### src/hw/rtl/leased_output_command_guard_core_assert.svh
// Assertion macros for the leased output command guard.
`ifndef LEASED_OUTPUT_COMMAND_GUARD_CORE_ASSERT_SVH
`define LEASED_OUTPUT_COMMAND_GUARD_CORE_ASSERT_SVH

// Same-cycle implication, disabled while reset is low.
`define LOCG_ASSERT_IMPLIES(label, clk, rst_n, ante, cons, msg) \
    label: assert property (@(posedge clk) disable iff (!rst_n) (ante) |-> (cons)) \
        else $error(msg);

// Next-cycle implication, disabled while reset is low.
`define LOCG_ASSERT_NEXT(label, clk, rst_n, ante, cons, msg) \
    label: assert property (@(posedge clk) disable iff (!rst_n) (ante) |=> (cons)) \
        else $error(msg);

`endif

### src/hw/rtl/locg_pkg.sv
// Shared types and constants of the leased output command guard.
package locg_pkg;

    localparam int unsigned OUT_BITS  = 8;
    localparam int unsigned SEQ_BITS  = 16;
    localparam int unsigned TIME_BITS = 32;
    localparam int unsigned SESS_BITS = 16;
    localparam int unsigned TICK_BITS = 8;

    localparam logic [TIME_BITS-1:0] TICK_MS = 32'd10;

    localparam int unsigned IN_FIELDS_W  = 2 * TIME_BITS + SESS_BITS + SEQ_BITS + TICK_BITS
                                         + 2 * OUT_BITS + 1;
    localparam int unsigned IN_TDATA_W   = ((IN_FIELDS_W + 7) / 8) * 8;
    localparam int unsigned OUT_FIELDS_W = OUT_BITS + SEQ_BITS + 4;
    localparam int unsigned OUT_TDATA_W  = ((OUT_FIELDS_W + 7) / 8) * 8;

    typedef enum logic [1:0] {
        OP_COMMAND,
        OP_TIME_CHECK,
        OP_BUS_STATE,
        OP_FAULT
    } t_op;

    typedef enum logic [2:0] {
        RC_APPLIED,
        RC_SESSION,
        RC_NOT_READY,
        RC_STALE,
        RC_EXPIRED,
        RC_NONE
    } t_result_code;

    typedef enum logic [1:0] {
        FK_NONE,
        FK_COMM_LOSS,
        FK_INTERNAL
    } t_fault_kind;

    typedef enum logic {
        CFG_SESS_NUM,
        CFG_NODE_OK
    } t_cfg_index;

    typedef struct packed {
        t_op                   op;
        logic [TIME_BITS-1:0]  now_time;
        logic [TIME_BITS-1:0]  receive_time;
        logic [SESS_BITS-1:0]  cmd_session;
        logic [SEQ_BITS-1:0]   cmd_sequence;
        logic [TICK_BITS-1:0]  validity_ticks;
        logic [OUT_BITS-1:0]   write_mask;
        logic [OUT_BITS-1:0]   write_values;
        logic                  bus_ready_value;
    } t_cmd;

    typedef struct packed {
        t_result_code          result_code;
        logic [OUT_BITS-1:0]   out_view;
        logic [SEQ_BITS-1:0]   echo_sequence;
        logic                  lease_expired;
        logic                  interlock_ok;
        t_fault_kind           fault_kind;
    } t_result;

    typedef struct packed {
        logic [SESS_BITS-1:0]  sess_num;
        logic                  node_ok;
    } t_cfg;

    typedef struct packed {
        logic                  lease_on;
        logic                  bus_up;
        logic                  fault_latch;
    } t_guard_status;

endpackage

### src/hw/rtl/locg_in_reg.sv
// Input register stage holding one accepted command transfer.
module locg_in_reg (
    input  logic             i_clk,
    input  logic             i_rst_n,
    input  logic             i_valid,
    output logic             o_ready,
    input  locg_pkg::t_cmd   i_cmd,
    input  logic             i_advance,
    output logic             o_valid,
    output locg_pkg::t_cmd   o_cmd
);

    logic           r_valid;
    logic           n_valid;
    locg_pkg::t_cmd r_cmd;
    logic           w_take;

    assign o_ready = !r_valid || i_advance;
    assign w_take  = i_valid && o_ready;

    always_comb begin
        n_valid = r_valid;
        if (w_take) begin
            n_valid = 1'b1;
        end else if (i_advance) begin
            n_valid = 1'b0;
        end
    end

    always_ff @(posedge i_clk) begin
        if (!i_rst_n) begin
            r_valid <= 1'b0;
        end else begin
            r_valid <= n_valid;
        end
    end

    always_ff @(posedge i_clk) begin
        if (w_take) begin
            r_cmd <= i_cmd;
        end
    end

    assign o_valid = r_valid;
    assign o_cmd   = r_cmd;

endmodule

### src/hw/rtl/locg_guard.sv
// Lease, interlock and command checks with the guard state registers.
module locg_guard (
    input  logic                     i_clk,
    input  logic                     i_rst_n,
    input  logic                     i_advance,
    input  locg_pkg::t_cmd           i_cmd,
    input  locg_pkg::t_cfg           i_cfg,
    output locg_pkg::t_result        o_result,
    output locg_pkg::t_guard_status  o_status
);

    logic [locg_pkg::OUT_BITS-1:0]  r_out_bits;
    logic [locg_pkg::OUT_BITS-1:0]  n_out_bits;
    logic                           r_lease_on;
    logic                           n_lease_on;
    logic [locg_pkg::TIME_BITS-1:0] r_lease_deadline;
    logic [locg_pkg::TIME_BITS-1:0] n_lease_deadline;
    logic [locg_pkg::SEQ_BITS-1:0]  r_last_seq;
    logic [locg_pkg::SEQ_BITS-1:0]  n_last_seq;
    logic                           r_have_seq;
    logic                           n_have_seq;
    logic                           r_bus_up;
    logic                           n_bus_up;
    logic                           r_fault;
    logic                           n_fault;

    logic [locg_pkg::TIME_BITS-1:0] w_lease_gap;
    logic                           w_expire;
    logic [locg_pkg::SEQ_BITS-1:0]  w_seq_dist;
    logic                           w_newer;
    logic [locg_pkg::TIME_BITS-1:0] w_new_deadline;
    logic [locg_pkg::TIME_BITS-1:0] w_new_gap;
    logic                           w_cmd_expired;
    logic                           w_interlock_pre;
    locg_pkg::t_result_code         w_code;

    assign w_lease_gap     = i_cmd.now_time - r_lease_deadline;
    assign w_expire        = r_lease_on && !w_lease_gap[locg_pkg::TIME_BITS-1];
    assign w_seq_dist      = i_cmd.cmd_sequence - r_last_seq;
    assign w_newer         = (|w_seq_dist) && !w_seq_dist[locg_pkg::SEQ_BITS-1];
    assign w_new_deadline  = i_cmd.receive_time
                           + locg_pkg::TIME_BITS'(i_cmd.validity_ticks) * locg_pkg::TICK_MS;
    assign w_new_gap       = i_cmd.now_time - w_new_deadline;
    assign w_cmd_expired   = !w_new_gap[locg_pkg::TIME_BITS-1];
    assign w_interlock_pre = i_cfg.node_ok && r_bus_up && !r_fault;

    always_comb begin
        n_out_bits       = r_out_bits;
        n_lease_on       = r_lease_on;
        n_lease_deadline = r_lease_deadline;
        n_last_seq       = r_last_seq;
        n_have_seq       = r_have_seq;
        n_bus_up         = r_bus_up;
        n_fault          = r_fault;
        w_code           = locg_pkg::RC_NONE;

        if (w_expire) begin
            n_out_bits       = '0;
            n_lease_on       = 1'b0;
            n_lease_deadline = '0;
        end

        unique case (i_cmd.op)
            locg_pkg::OP_COMMAND: begin
                if (i_cmd.cmd_session != i_cfg.sess_num) begin
                    w_code = locg_pkg::RC_SESSION;
                end else if (!w_interlock_pre) begin
                    w_code = locg_pkg::RC_NOT_READY;
                end else if (r_have_seq && !w_newer) begin
                    w_code = locg_pkg::RC_STALE;
                end else if (w_cmd_expired) begin
                    w_code = locg_pkg::RC_EXPIRED;
                end else begin
                    w_code           = locg_pkg::RC_APPLIED;
                    n_out_bits       = (n_out_bits & ~i_cmd.write_mask)
                                     | (i_cmd.write_values & i_cmd.write_mask);
                    n_last_seq       = i_cmd.cmd_sequence;
                    n_have_seq       = 1'b1;
                    n_lease_on       = 1'b1;
                    n_lease_deadline = w_new_deadline;
                end
            end
            locg_pkg::OP_TIME_CHECK: begin
            end
            locg_pkg::OP_BUS_STATE: begin
                n_bus_up = i_cmd.bus_ready_value;
                if (!i_cmd.bus_ready_value) begin
                    n_out_bits       = '0;
                    n_lease_on       = 1'b0;
                    n_lease_deadline = '0;
                end
            end
            locg_pkg::OP_FAULT: begin
                n_fault          = 1'b1;
                n_out_bits       = '0;
                n_lease_on       = 1'b0;
                n_lease_deadline = '0;
            end
            default: begin
            end
        endcase
    end

    always_comb begin
        o_result.result_code   = w_code;
        o_result.out_view      = n_out_bits;
        o_result.echo_sequence = (i_cmd.op == locg_pkg::OP_COMMAND) ? i_cmd.cmd_sequence : '0;
        o_result.lease_expired = w_expire;
        o_result.interlock_ok  = i_cfg.node_ok && n_bus_up && !n_fault;
        if (n_fault || !i_cfg.node_ok) begin
            o_result.fault_kind = locg_pkg::FK_INTERNAL;
        end else if (!n_bus_up) begin
            o_result.fault_kind = locg_pkg::FK_COMM_LOSS;
        end else begin
            o_result.fault_kind = locg_pkg::FK_NONE;
        end
    end

    always_ff @(posedge i_clk) begin
        if (!i_rst_n) begin
            r_out_bits       <= '0;
            r_lease_on       <= 1'b0;
            r_lease_deadline <= '0;
            r_last_seq       <= '0;
            r_have_seq       <= 1'b0;
            r_bus_up         <= 1'b1;
            r_fault          <= 1'b0;
        end else if (i_advance) begin
            r_out_bits       <= n_out_bits;
            r_lease_on       <= n_lease_on;
            r_lease_deadline <= n_lease_deadline;
            r_last_seq       <= n_last_seq;
            r_have_seq       <= n_have_seq;
            r_bus_up         <= n_bus_up;
            r_fault          <= n_fault;
        end
    end

    assign o_status.lease_on    = r_lease_on;
    assign o_status.bus_up      = r_bus_up;
    assign o_status.fault_latch = r_fault;

endmodule

### src/hw/rtl/locg_out_reg.sv
// Result register stage holding one result until its transfer completes.
module locg_out_reg (
    input  logic                i_clk,
    input  logic                i_rst_n,
    input  logic                i_load,
    input  locg_pkg::t_result   i_result,
    input  logic                i_ready,
    output logic                o_valid,
    output locg_pkg::t_result   o_result
);

    logic              r_valid;
    logic              n_valid;
    locg_pkg::t_result r_result;

    always_comb begin
        n_valid = r_valid;
        if (i_load) begin
            n_valid = 1'b1;
        end else if (i_ready) begin
            n_valid = 1'b0;
        end
    end

    always_ff @(posedge i_clk) begin
        if (!i_rst_n) begin
            r_valid <= 1'b0;
        end else begin
            r_valid <= n_valid;
        end
    end

    always_ff @(posedge i_clk) begin
        if (i_load) begin
            r_result <= i_result;
        end
    end

    assign o_valid  = r_valid;
    assign o_result = r_result;

endmodule

### src/hw/rtl/leased_output_command_guard_core.sv
// Top level of the leased output command guard.
//
// Input stream: one transfer per item; tuser carries the op, tdata the command
// fields. Output stream: one result transfer per input item, in order; tuser
// carries the result code, tdata the output bits, echoed sequence and status.
// Configuration: index 0 sets the session number (zero stored as one), index 1
// the identity-ready flag; write only while no item is in flight.
// A result is registered as its item leaves the input register. Throughput:
// one item per cycle unless stalled; the input register, the combinational
// checks with the guard state and the result register form a two-stage path.
// Reset: outputs zero, no lease, no sequence seen, bus up, no fault, session
// number one, identity not ready; both stream registers empty.
// Stall: a held result keeps its register; one more item waits in the input
// register, then s_axis_tready drops until the result transfer completes.
`include "leased_output_command_guard_core_assert.svh"

module leased_output_command_guard_core (
    input  logic                                  i_clk,
    input  logic                                  i_rst_n,
    input  logic                                  s_axis_tvalid,
    output logic                                  s_axis_tready,
    // now_time, receive_time, cmd_session, cmd_sequence, validity_ticks,
    // write_mask, write_values, bus_ready_value, zero fill
    input  logic [locg_pkg::IN_TDATA_W-1:0]       s_axis_tdata,
    // op
    input  logic [1:0]                            s_axis_tuser,
    output logic                                  m_axis_tvalid,
    input  logic                                  m_axis_tready,
    // output bits, echo_sequence, lease_expired, interlock_ok, fault_kind,
    // zero fill
    output logic [locg_pkg::OUT_TDATA_W-1:0]      m_axis_tdata,
    // result_code
    output logic [2:0]                            m_axis_tuser,
    input  logic                                  i_cfg_valid,
    output logic                                  o_cfg_ready,
    input  logic                                  i_cfg_index,
    input  logic [locg_pkg::SESS_BITS-1:0]        i_cfg_data
);

    logic                    r_node_ok;
    logic [locg_pkg::SESS_BITS-1:0] r_sess_num;
    locg_pkg::t_cfg          w_cfg;
    locg_pkg::t_cmd          w_in_cmd;
    locg_pkg::t_cmd          w_cmd;
    logic                    w_in_valid;
    logic                    w_advance;
    locg_pkg::t_result       w_result;
    locg_pkg::t_result       w_out_result;
    locg_pkg::t_guard_status w_status;

    assign o_cfg_ready = 1'b1;

    always_ff @(posedge i_clk) begin
        if (!i_rst_n) begin
            r_sess_num <= locg_pkg::SESS_BITS'(1);
            r_node_ok  <= 1'b0;
        end else if (i_cfg_valid) begin
            if (i_cfg_index == locg_pkg::CFG_SESS_NUM) begin
                r_sess_num <= (i_cfg_data == '0) ? locg_pkg::SESS_BITS'(1) : i_cfg_data;
            end else begin
                r_node_ok <= i_cfg_data[0];
            end
        end
    end

    assign w_cfg.sess_num = r_sess_num;
    assign w_cfg.node_ok  = r_node_ok;

    assign w_in_cmd.op              = locg_pkg::t_op'(s_axis_tuser);
    assign w_in_cmd.now_time        = s_axis_tdata[31:0];
    assign w_in_cmd.receive_time    = s_axis_tdata[63:32];
    assign w_in_cmd.cmd_session     = s_axis_tdata[79:64];
    assign w_in_cmd.cmd_sequence    = s_axis_tdata[95:80];
    assign w_in_cmd.validity_ticks  = s_axis_tdata[103:96];
    assign w_in_cmd.write_mask      = s_axis_tdata[111:104];
    assign w_in_cmd.write_values    = s_axis_tdata[119:112];
    assign w_in_cmd.bus_ready_value = s_axis_tdata[120];

    assign w_advance = w_in_valid && (!m_axis_tvalid || m_axis_tready);

    locg_in_reg u_in_reg (
        .i_clk     (i_clk),
        .i_rst_n   (i_rst_n),
        .i_valid   (s_axis_tvalid),
        .o_ready   (s_axis_tready),
        .i_cmd     (w_in_cmd),
        .i_advance (w_advance),
        .o_valid   (w_in_valid),
        .o_cmd     (w_cmd)
    );

    locg_guard u_guard (
        .i_clk     (i_clk),
        .i_rst_n   (i_rst_n),
        .i_advance (w_advance),
        .i_cmd     (w_cmd),
        .i_cfg     (w_cfg),
        .o_result  (w_result),
        .o_status  (w_status)
    );

    locg_out_reg u_out_reg (
        .i_clk    (i_clk),
        .i_rst_n  (i_rst_n),
        .i_load   (w_advance),
        .i_result (w_result),
        .i_ready  (m_axis_tready),
        .o_valid  (m_axis_tvalid),
        .o_result (w_out_result)
    );

    assign m_axis_tuser = w_out_result.result_code;
    assign m_axis_tdata = {
        (locg_pkg::OUT_TDATA_W - locg_pkg::OUT_FIELDS_W)'(0),
        w_out_result.fault_kind,
        w_out_result.interlock_ok,
        w_out_result.lease_expired,
        w_out_result.echo_sequence,
        w_out_result.out_view
    };

    `LOCG_ASSERT_IMPLIES(a_stall_only_when_full, i_clk, i_rst_n, !s_axis_tready,
        w_in_valid && m_axis_tvalid && !m_axis_tready, "input stalled without full pipeline")
    `LOCG_ASSERT_NEXT(a_fault_holds, i_clk, i_rst_n, w_status.fault_latch,
        w_status.fault_latch, "fault latch cleared without reset")
    `LOCG_ASSERT_NEXT(a_applied_starts_lease, i_clk, i_rst_n,
        w_advance && (w_result.result_code == locg_pkg::RC_APPLIED),
        w_status.lease_on && m_axis_tvalid, "applied command left no lease")
    `LOCG_ASSERT_IMPLIES(a_interlock_matches_fault, i_clk, i_rst_n, m_axis_tvalid,
        w_out_result.interlock_ok == (w_out_result.fault_kind == locg_pkg::FK_NONE),
        "interlock status disagrees with fault kind")

endmodule
### config.mk
export PLATFORM = sky130hd
export DESIGN_NAME = leased_output_command_guard_core
export DESIGN_NICKNAME = d
export VERILOG_FILES = /design/src/hw/rtl/locg_pkg.sv /design/src/hw/rtl/locg_in_reg.sv /design/src/hw/rtl/locg_guard.sv /design/src/hw/rtl/locg_out_reg.sv /design/src/hw/rtl/leased_output_command_guard_core.sv
export VERILOG_INCLUDE_DIRS = /design/src /design/src/hw/rtl
export SDC_FILE = /design/constraint.sdc
export NUM_CORES = 1
export LEC_CHECK = 0
export BUFFER_PORTS_ARGS = -buffer_cell sky130_fd_sc_hd__buf_4
export CAP_MARGIN = 20
export CORE_MARGIN = 5
export CORE_UTILIZATION = 50
export CTS_CLUSTER_DIAMETER = 50
export DETAILED_ROUTE_END_ITERATION = 7
export GPL_ROUTABILITY_DRIVEN = 0
export GPL_TIMING_DRIVEN = 0
export HOLD_SLACK_MARGIN = 0.06
export PLACE_DENSITY = 0.72
export SLEW_MARGIN = 5
export SYNTH_ARGS = -nofsm -noshare
export SYNTH_HDL_FRONTEND = slang
export SYNTH_SLANG_ARGS = --single-unit
### constraint.sdc
create_clock -name i_clk -period 11.4 [get_ports i_clk]
set_input_delay 2.28 -clock i_clk [delete_from_list [all_inputs] [get_ports i_clk]]
set_output_delay 2.28 -clock i_clk [all_outputs]
set_load 0.005 [all_outputs]
# == Word level (Yosys, flattened, before mapping) ==
# Cells that the tools add are included.
# op_classes
add_sub_neg,4
multipliers,1
div_mod_pow,0
n_lt_le_gt_ge,0
eq_ne,3
shifts,0
n_mux,33
bitwise,8
n_reduce_logical,29
# ops
op,count
2-to-1 mux 32 bit,6
case mux 32 bit (3 select lines),1
subtractor 32 bit,2
2-to-1 mux 8 bit,6
adder 32 x 12 -> 32 bit,1
case mux 8 bit (3 select lines),1
bitwise AND 8 bit,2
zero test 16 bit,1
2-to-1 mux 16 bit,1
inequality test 16 bit,1
OR reduction 16 bit,1
subtractor 16 bit,1
2-to-1 mux 1 bit,13
2-to-1 mux 3 bit,4
multiplier 8 x 3 -> 11 bit (second input constant),1
logical AND 1 bit,9
zero test 1 bit,8
NOT 8 bit,1
bitwise OR 8 bit,1
AND reduction 6 bit,1
equality test 2 bit (second input constant),2
NOT 1 bit,4
AND reduction 2 bit,2
nonzero test 2 bit,2
4 further kinds,6
# totals
regBits,233
latch_bits,0
ramBits,0
rom_bits,0
in_bits,152
out_inout_bits,38
n_memories,0

# == Logic depth before layout (Yosys ltp) ==
# logic_depth
word_depth,11
ltp_mapped,30
ltp_nobuf,27

# == Hierarchy ==
# Synthesis repeated with hierarchy kept, for this count alone.
# unflattened
hier_cells,1178
hier_area_um2,12712.2
# by_module_without_submodules
mod,n_inst,cells_each,area_per_inst_um2
locg_guard,1,926,7116.8
locg_in_reg,1,128,3751.1
locg_out_reg,1,34,972.2
leased_output_command_guard_core,1,90,872.1

# == Least setup slack after synthesis ==
# No wires, ideal clock.
# synth_timing
path_type,reg2reg
start,"register u_in_reg.r_cmd, in the netlist u_in_reg.o_cmd[18]"
end,register u_guard.r_out_bits[6] in the netlist's numbering
arrival_ns,5.750
required_time_ns,11.324
path_slack_ns,5.575
stages_incl_launch_ff,29
path_buffers,1
cell_sequence,edfxtp_1 > ha_1 > ha_1 > fa_1 > a21oi_1 > nor2_1 > nor2_1 > o21bai_1 > a21oi_1 > xnor2_1 > ha_1 > and3_1 > nor4b_1 > a211oi_2 > nor2_1 > nand3_1 > xor2_1 > ha_1 > nand3_1 > nor4_1 > a22oi_1 > o211ai_1 > a31o_2 > xor2_1 > nand2_1 > or3_1 > clkbuf_1 > o31a_1 > a21boi_0
# synth_between
elab_chain_len,8
# synth_rtl
item,line,rtl
from (decl),locg_in_reg.sv:15,locg_pkg::t_cmd r_cmd;
from (signal assigned),locg_in_reg.sv:40,r_cmd <= i_cmd;
multiplier 8 x 3 -> 11 bit,locg_guard.sv:42,+ locg_pkg::TIME_BITS'(i_cmd.validity_ticks) * locg_pkg::TICK_MS;
adder 32 x 12 -> 32 bit,locg_guard.sv:42,
subtractor 32 bit,locg_guard.sv:43,assign w_new_gap = i_cmd.now_time - w_new_deadline;
2-to-1 mux 8 bit,locg_guard.sv:71,end else if (w_cmd_expired) begin
2-to-1 mux 8 bit,locg_guard.sv:69,end else if (r_have_seq && !w_newer) begin
2-to-1 mux 8 bit,locg_guard.sv:67,end else if (!w_interlock_pre) begin
2-to-1 mux 8 bit,locg_guard.sv:65,if (i_cmd.cmd_session != i_cfg.sess_num) begin
case mux 8 bit (3 select lines),locg_guard.sv:63,unique case (i_cmd.op)
to (signal assigned),locg_guard.sv:129,r_out_bits <= n_out_bits;
to (decl),locg_guard.sv:12,logic [locg_pkg::OUT_BITS-1:0] r_out_bits;
# Every way passes these cells.
# A chain may end at the register's enable or synchronous reset.

# == Worst setup path in the final report ==
# layout_timing
start,"register u_in_reg.r_cmd, in the netlist u_in_reg.o_cmd[18]"
end,"register u_out_reg.r_result, in the netlist u_out_reg.o_result[24] (data pin)"
# layout_between
elab_chain_len,8
# layout_rtl
item,line,rtl
multiplier 8 x 3 -> 11 bit,locg_guard.sv:42,
adder 32 x 12 -> 32 bit,locg_guard.sv:42,
subtractor 32 bit,locg_guard.sv:43,
2-to-1 mux 8 bit,locg_guard.sv:71,
2-to-1 mux 8 bit,locg_guard.sv:69,
2-to-1 mux 8 bit,locg_guard.sv:67,
2-to-1 mux 8 bit,locg_guard.sv:65,
case mux 8 bit (3 select lines),locg_guard.sv:63,
named net u_guard.n_out_bits (one bit),locg_guard.sv:13,logic [locg_pkg::OUT_BITS-1:0] n_out_bits;
to (signal assigned),locg_out_reg.sv:35,r_result <= i_result;
to (decl),locg_out_reg.sv:14,locg_pkg::t_result r_result;
# The timed path passes the listed nets, and every way through them passes these cells.

==> out/summary.log <==
INFO  yosys          synthDistinctLibCells=69
INFO  floorplan      floorplan.die.height=162um
INFO  timing         final_min_period_over_clock_period=0.630
INFO  power_and_ir_drop power.leakage=5.63nW
INFO  routing        drt-total-wl=25,000um
INFO  timing         fin_worst_skew=0.0186ns
INFO  yosys          syn-mean-instance-area=11.5squm
INFO  routing        detailroute.via_count=8,162
INFO  routing        detail_route.wl_per_cell=16.4um
INFO  cts            number_of_clock_buffers_inserted_by_tritoncts=29
INFO  final_layout   area_used_by_multi_input_combinational_logic=0.00496sqmm
INFO  global_routing grt_max_degree=46
INFO  cts            worstSkewPairLatency=0.54ns
INFO  power_and_ir_drop clockPowerShare=0.421
INFO  final_layout   filler_cell_count=1,831
INFO  floorplan      io-pin-count=190
INFO  cts            post-cts-setup-buffers=0
INFO  final_layout   layout.cell_area.non_filler=0.0143sqmm
INFO  final_layout   design.final.nets=1,470
INFO  timing         finalHoldViolCount=0
INFO  yosys          yosys_warnings=0
INFO  routing        drt_iter0_markers=394
INFO  setup_path     cell_mode_on_critical_path=sky130_fd_sc_hd__ha_1
INFO  placement      detailed_place_hpwl=19,200um
INFO  yosys          synth-seq-area-share=0.536
INFO  cts            cts-root-buf=sky130_fd_sc_hd__clkbuf_16
INFO  cts            path_clk_slew=0.06ns
INFO  floorplan      die_area=0.0263sqmm
INFO  final_layout   post_route_cells_drive_above_1_share=0.210
INFO  final_layout   ff_latch_area=0.00621sqmm
INFO  setup_path     critical_path_class=reg2reg
INFO  routing        number_of_antenna_violating_nets_in_the_routed_design=0
INFO  cts            h-tree-depth=1
INFO  floorplan      die_x=162um
INFO  setup_path     critPathArrivalTime=7.44ns
INFO  final_layout   most_common_cell_after_layout_fill_and_taps_aside=sky130_fd_sc_hd__buf_4
INFO  placement      placed_area=0.0133sqmm
INFO  timing         slew_viol_final=0
INFO  worst_hold_path hp-class=reg2reg
INFO  timing         period_minus_slack=7.18ns
INFO  floorplan      fp-row-count=55
INFO  cts            post_cts_resize_count=0
INFO  yosys          ys.flop_type=sky130_fd_sc_hd__edfxtp_1
INFO  power_and_ir_drop net-switching-power=0.532mW
INFO  power_and_ir_drop logic_gate_share_of_total_power=0.134
INFO  yosys          post_synth_inst_count=1,004
INFO  job            maxCapViolCount=0
INFO  yosys          synth_area=0.0116sqmm
INFO  yosys          area_fraction_of_the_dominant_cell_type_after_synthesis=0.399
INFO  status         outcome=completed
INFO  final_layout   final_core_util=0.630
INFO  global_routing global_route_wire_length_before_repair=40,600um
INFO  power_and_ir_drop seq_pwr_share=0.446
INFO  final_layout   area.growth.synth_to_final=23.4%
INFO  routing        drt_first_pass_iters=4
INFO  global_routing grt.total_usage=0.188
INFO  power_and_ir_drop power.internal=1.62mW
INFO  timing         timing_worst_slew_pin_value=0.928ns
INFO  timing         setup_repair_after_global_routing_missed_its_margin=no
INFO  power_and_ir_drop sw_frac_of_total=0.247
INFO  timing         slew_headroom=0.380
INFO  setup_path     worst_path_largest_cell_delay=0.46ns
INFO  cts            holdBufCountCts=0
INFO  cts            tritoncts=yes
INFO  setup_path     worst_ep_required_time=11.66ns
INFO  timing         total_negative_setup_slack=0ns
INFO  global_routing grt_overflow_total=0
INFO  floorplan      start_util=0.510
INFO  timing         max_freq=139MHz
INFO  routing        post_drt_via_cell_ratio=5.35
INFO  setup_path     crit_slowest_cell=sky130_fd_sc_hd__nor2_1
INFO  global_routing first_global_vias=8,410
INFO  placement      io_buffers=177
INFO  routing        remaining_drc_errors=0
INFO  setup_path     start_kind=flip-flop
INFO  final_layout   layout.cells.most_common_list=182 x sky130_fd_sc_hd__buf_4, 154 x sky130_fd_sc_hd__edfxtp_1, 98 x sky130_fd_sc_hd__ha_1
INFO  yosys          synth-async-reset-ratio=0
INFO  cts            clkSinkCount=233
INFO  yosys          synth-seq-cells=233
INFO  timing         setup_viol_count_final=0
INFO  floorplan      floorplan.core_area=0.0227sqmm
INFO  global_routing grt_antenna_before_repair=0
INFO  setup_path     timing.critical_path.fanout_max=8
INFO  cts            cts_max_path_buffers=3
INFO  final_layout   diodes=0
INFO  setup_path     timing.critical_path.to_type=flip-flop
INFO  yosys          yosys-top-cells-area=sky130_fd_sc_hd__edfxtp_1 40%, sky130_fd_sc_hd__dfxtp_1 14%, sky130_fd_sc_hd__ha_1 11%
INFO  power_and_ir_drop power_per_unit_of_standard_cell_area=151mW/mm^2
INFO  power_and_ir_drop max-vdd-ir-drop=0.145mV
INFO  yosys          synth_enable_flop_cells=154
INFO  yosys          synth_area_leader_cell=sky130_fd_sc_hd__edfxtp_1
final cells by class:
| class | instances | share of cell area |
|---|---|---|
| flip-flops and latches | 233 | 0.434 |
| multi-input cells | 673 | 0.347 |
| repair buffers | 179 | 0.0957 |
| clock buffers | 37 | 0.0565 |
| well taps | 285 | 0.0249 |
| inverters | 73 | 0.0192 |
| clock inverters | 17 | 0.0116 |
| plain buffers | 28 | 0.0110 |
cells by family (layout without fill, tap and decap cells):
group / after synthesis / in the layout / synth area share
xor+xnor: 64 / 64 / 0.0496
fa+ha+maj: 101 / 101 / 0.111
other cells: 2 / 5 / 0.000648
simple gates: 265 / 265 / 0.116
flops: 233 / 233 / 0.536
mux: 18 / 18 / 0.0156
buf+inv: 101 / 334 / 0.0373
compound gates: 220 / 220 / 0.135
metal layers:
layer | routed length, um | GRT usage
met4 | 625 | 0.0492
met1 | 11000 | 0.244
met5 | 0 | 0
met3 | 1190 | 0.0304
met2 | 12100 | 0.329
final timing paths:
check / start / end / slack (ns) / cells past startpoint
worst max-delay path: u_in_reg.o_cmd[18] / u_out_reg.o_result[24] / 4.22 / 27
worst min-delay path: u_guard.r_lease_deadline[5] / u_guard.r_lease_deadline[5] / 0.46 / 1
worst max register to register: u_in_reg.o_cmd[18] / u_out_reg.o_result[24] / 4.22 / 27
worst min register to register: u_guard.r_lease_deadline[5] / u_guard.r_lease_deadline[5] / 0.46 / 1
sequential cells by signal (all words and copies together), names as in the netlist:
register	flops
u_guard.r_out_bits	8
u_in_reg.o_valid	1
u_out_reg.o_result	31
u_guard.r_last_seq	16
u_guard.r_have_seq	1
u_guard.r_fault	1
r_node_ok	1
u_in_reg.o_cmd	123
u_guard.r_lease_on	1
u_guard.r_bus_up	1
u_guard.r_lease_deadline	32
r_sess_num	16
u_out_reg.o_valid	1
cells in the mapped netlist (11+ instances only):
cell type,count
sky130_fd_sc_hd__edfxtp_1,154
sky130_fd_sc_hd__nor4_1,12
sky130_fd_sc_hd__nand2_1,92
sky130_fd_sc_hd__nand3_1,19
sky130_fd_sc_hd__a21oi_1,48
sky130_fd_sc_hd__dfxtp_1,79
sky130_fd_sc_hd__ha_1,98
sky130_fd_sc_hd__clkbuf_1,15
sky130_fd_sc_hd__o21ai_0,36
sky130_fd_sc_hd__nor2b_1,28
sky130_fd_sc_hd__and2_1,19
sky130_fd_sc_hd__o211ai_1,15
sky130_fd_sc_hd__xor2_1,43
sky130_fd_sc_hd__o2bb2ai_1,24
sky130_fd_sc_hd__mux2i_1,18
sky130_fd_sc_hd__a21o_1,11
sky130_fd_sc_hd__a21boi_0,20
sky130_fd_sc_hd__nor3_1,11
sky130_fd_sc_hd__xnor2_1,20
sky130_fd_sc_hd__nand4_1,17
sky130_fd_sc_hd__inv_1,72
sky130_fd_sc_hd__nor2_1,34
power groups by stage:
stage | combinational (mW) | sequential (mW) | clock (mW)
finish | 0.288 | 0.960 | 0.906
global route | 0.327 | 0.964 | 0.963
CTS | 0.291 | 0.961 | 0.928
detailed placement | 0.289 | 0.978 | 0
global placement | 0.281 | 0.981 | 0
floorplan | 0.185 | 0.974 | 0
per-stage QoR:
step	power [mW]	hold WS [ns]	worst slack, ns	cells
2_1_floorplan	1.16	0.432	5.57	1007
3_3_place_gp	1.26	0.446	4.24	1469
3_5_place_dp	1.27	0.448	4.26	1471
4_1_cts	2.18	0.464	4.23	1525
5_1_grt	2.25	0.478	3.65	1525
6_report	2.15	0.465	4.22	1525
critical path: cells and delay by family (launching register included):
family / cells / cell delay [ns]
flops: 1 / 0.45
xor+xnor: 3 / 0.73
fa+ha+maj: 5 / 1.61
simple gates: 10 / 2.60
compound gates: 9 / 1.47
Note: power is estimated with default switching activity, not from simulation.
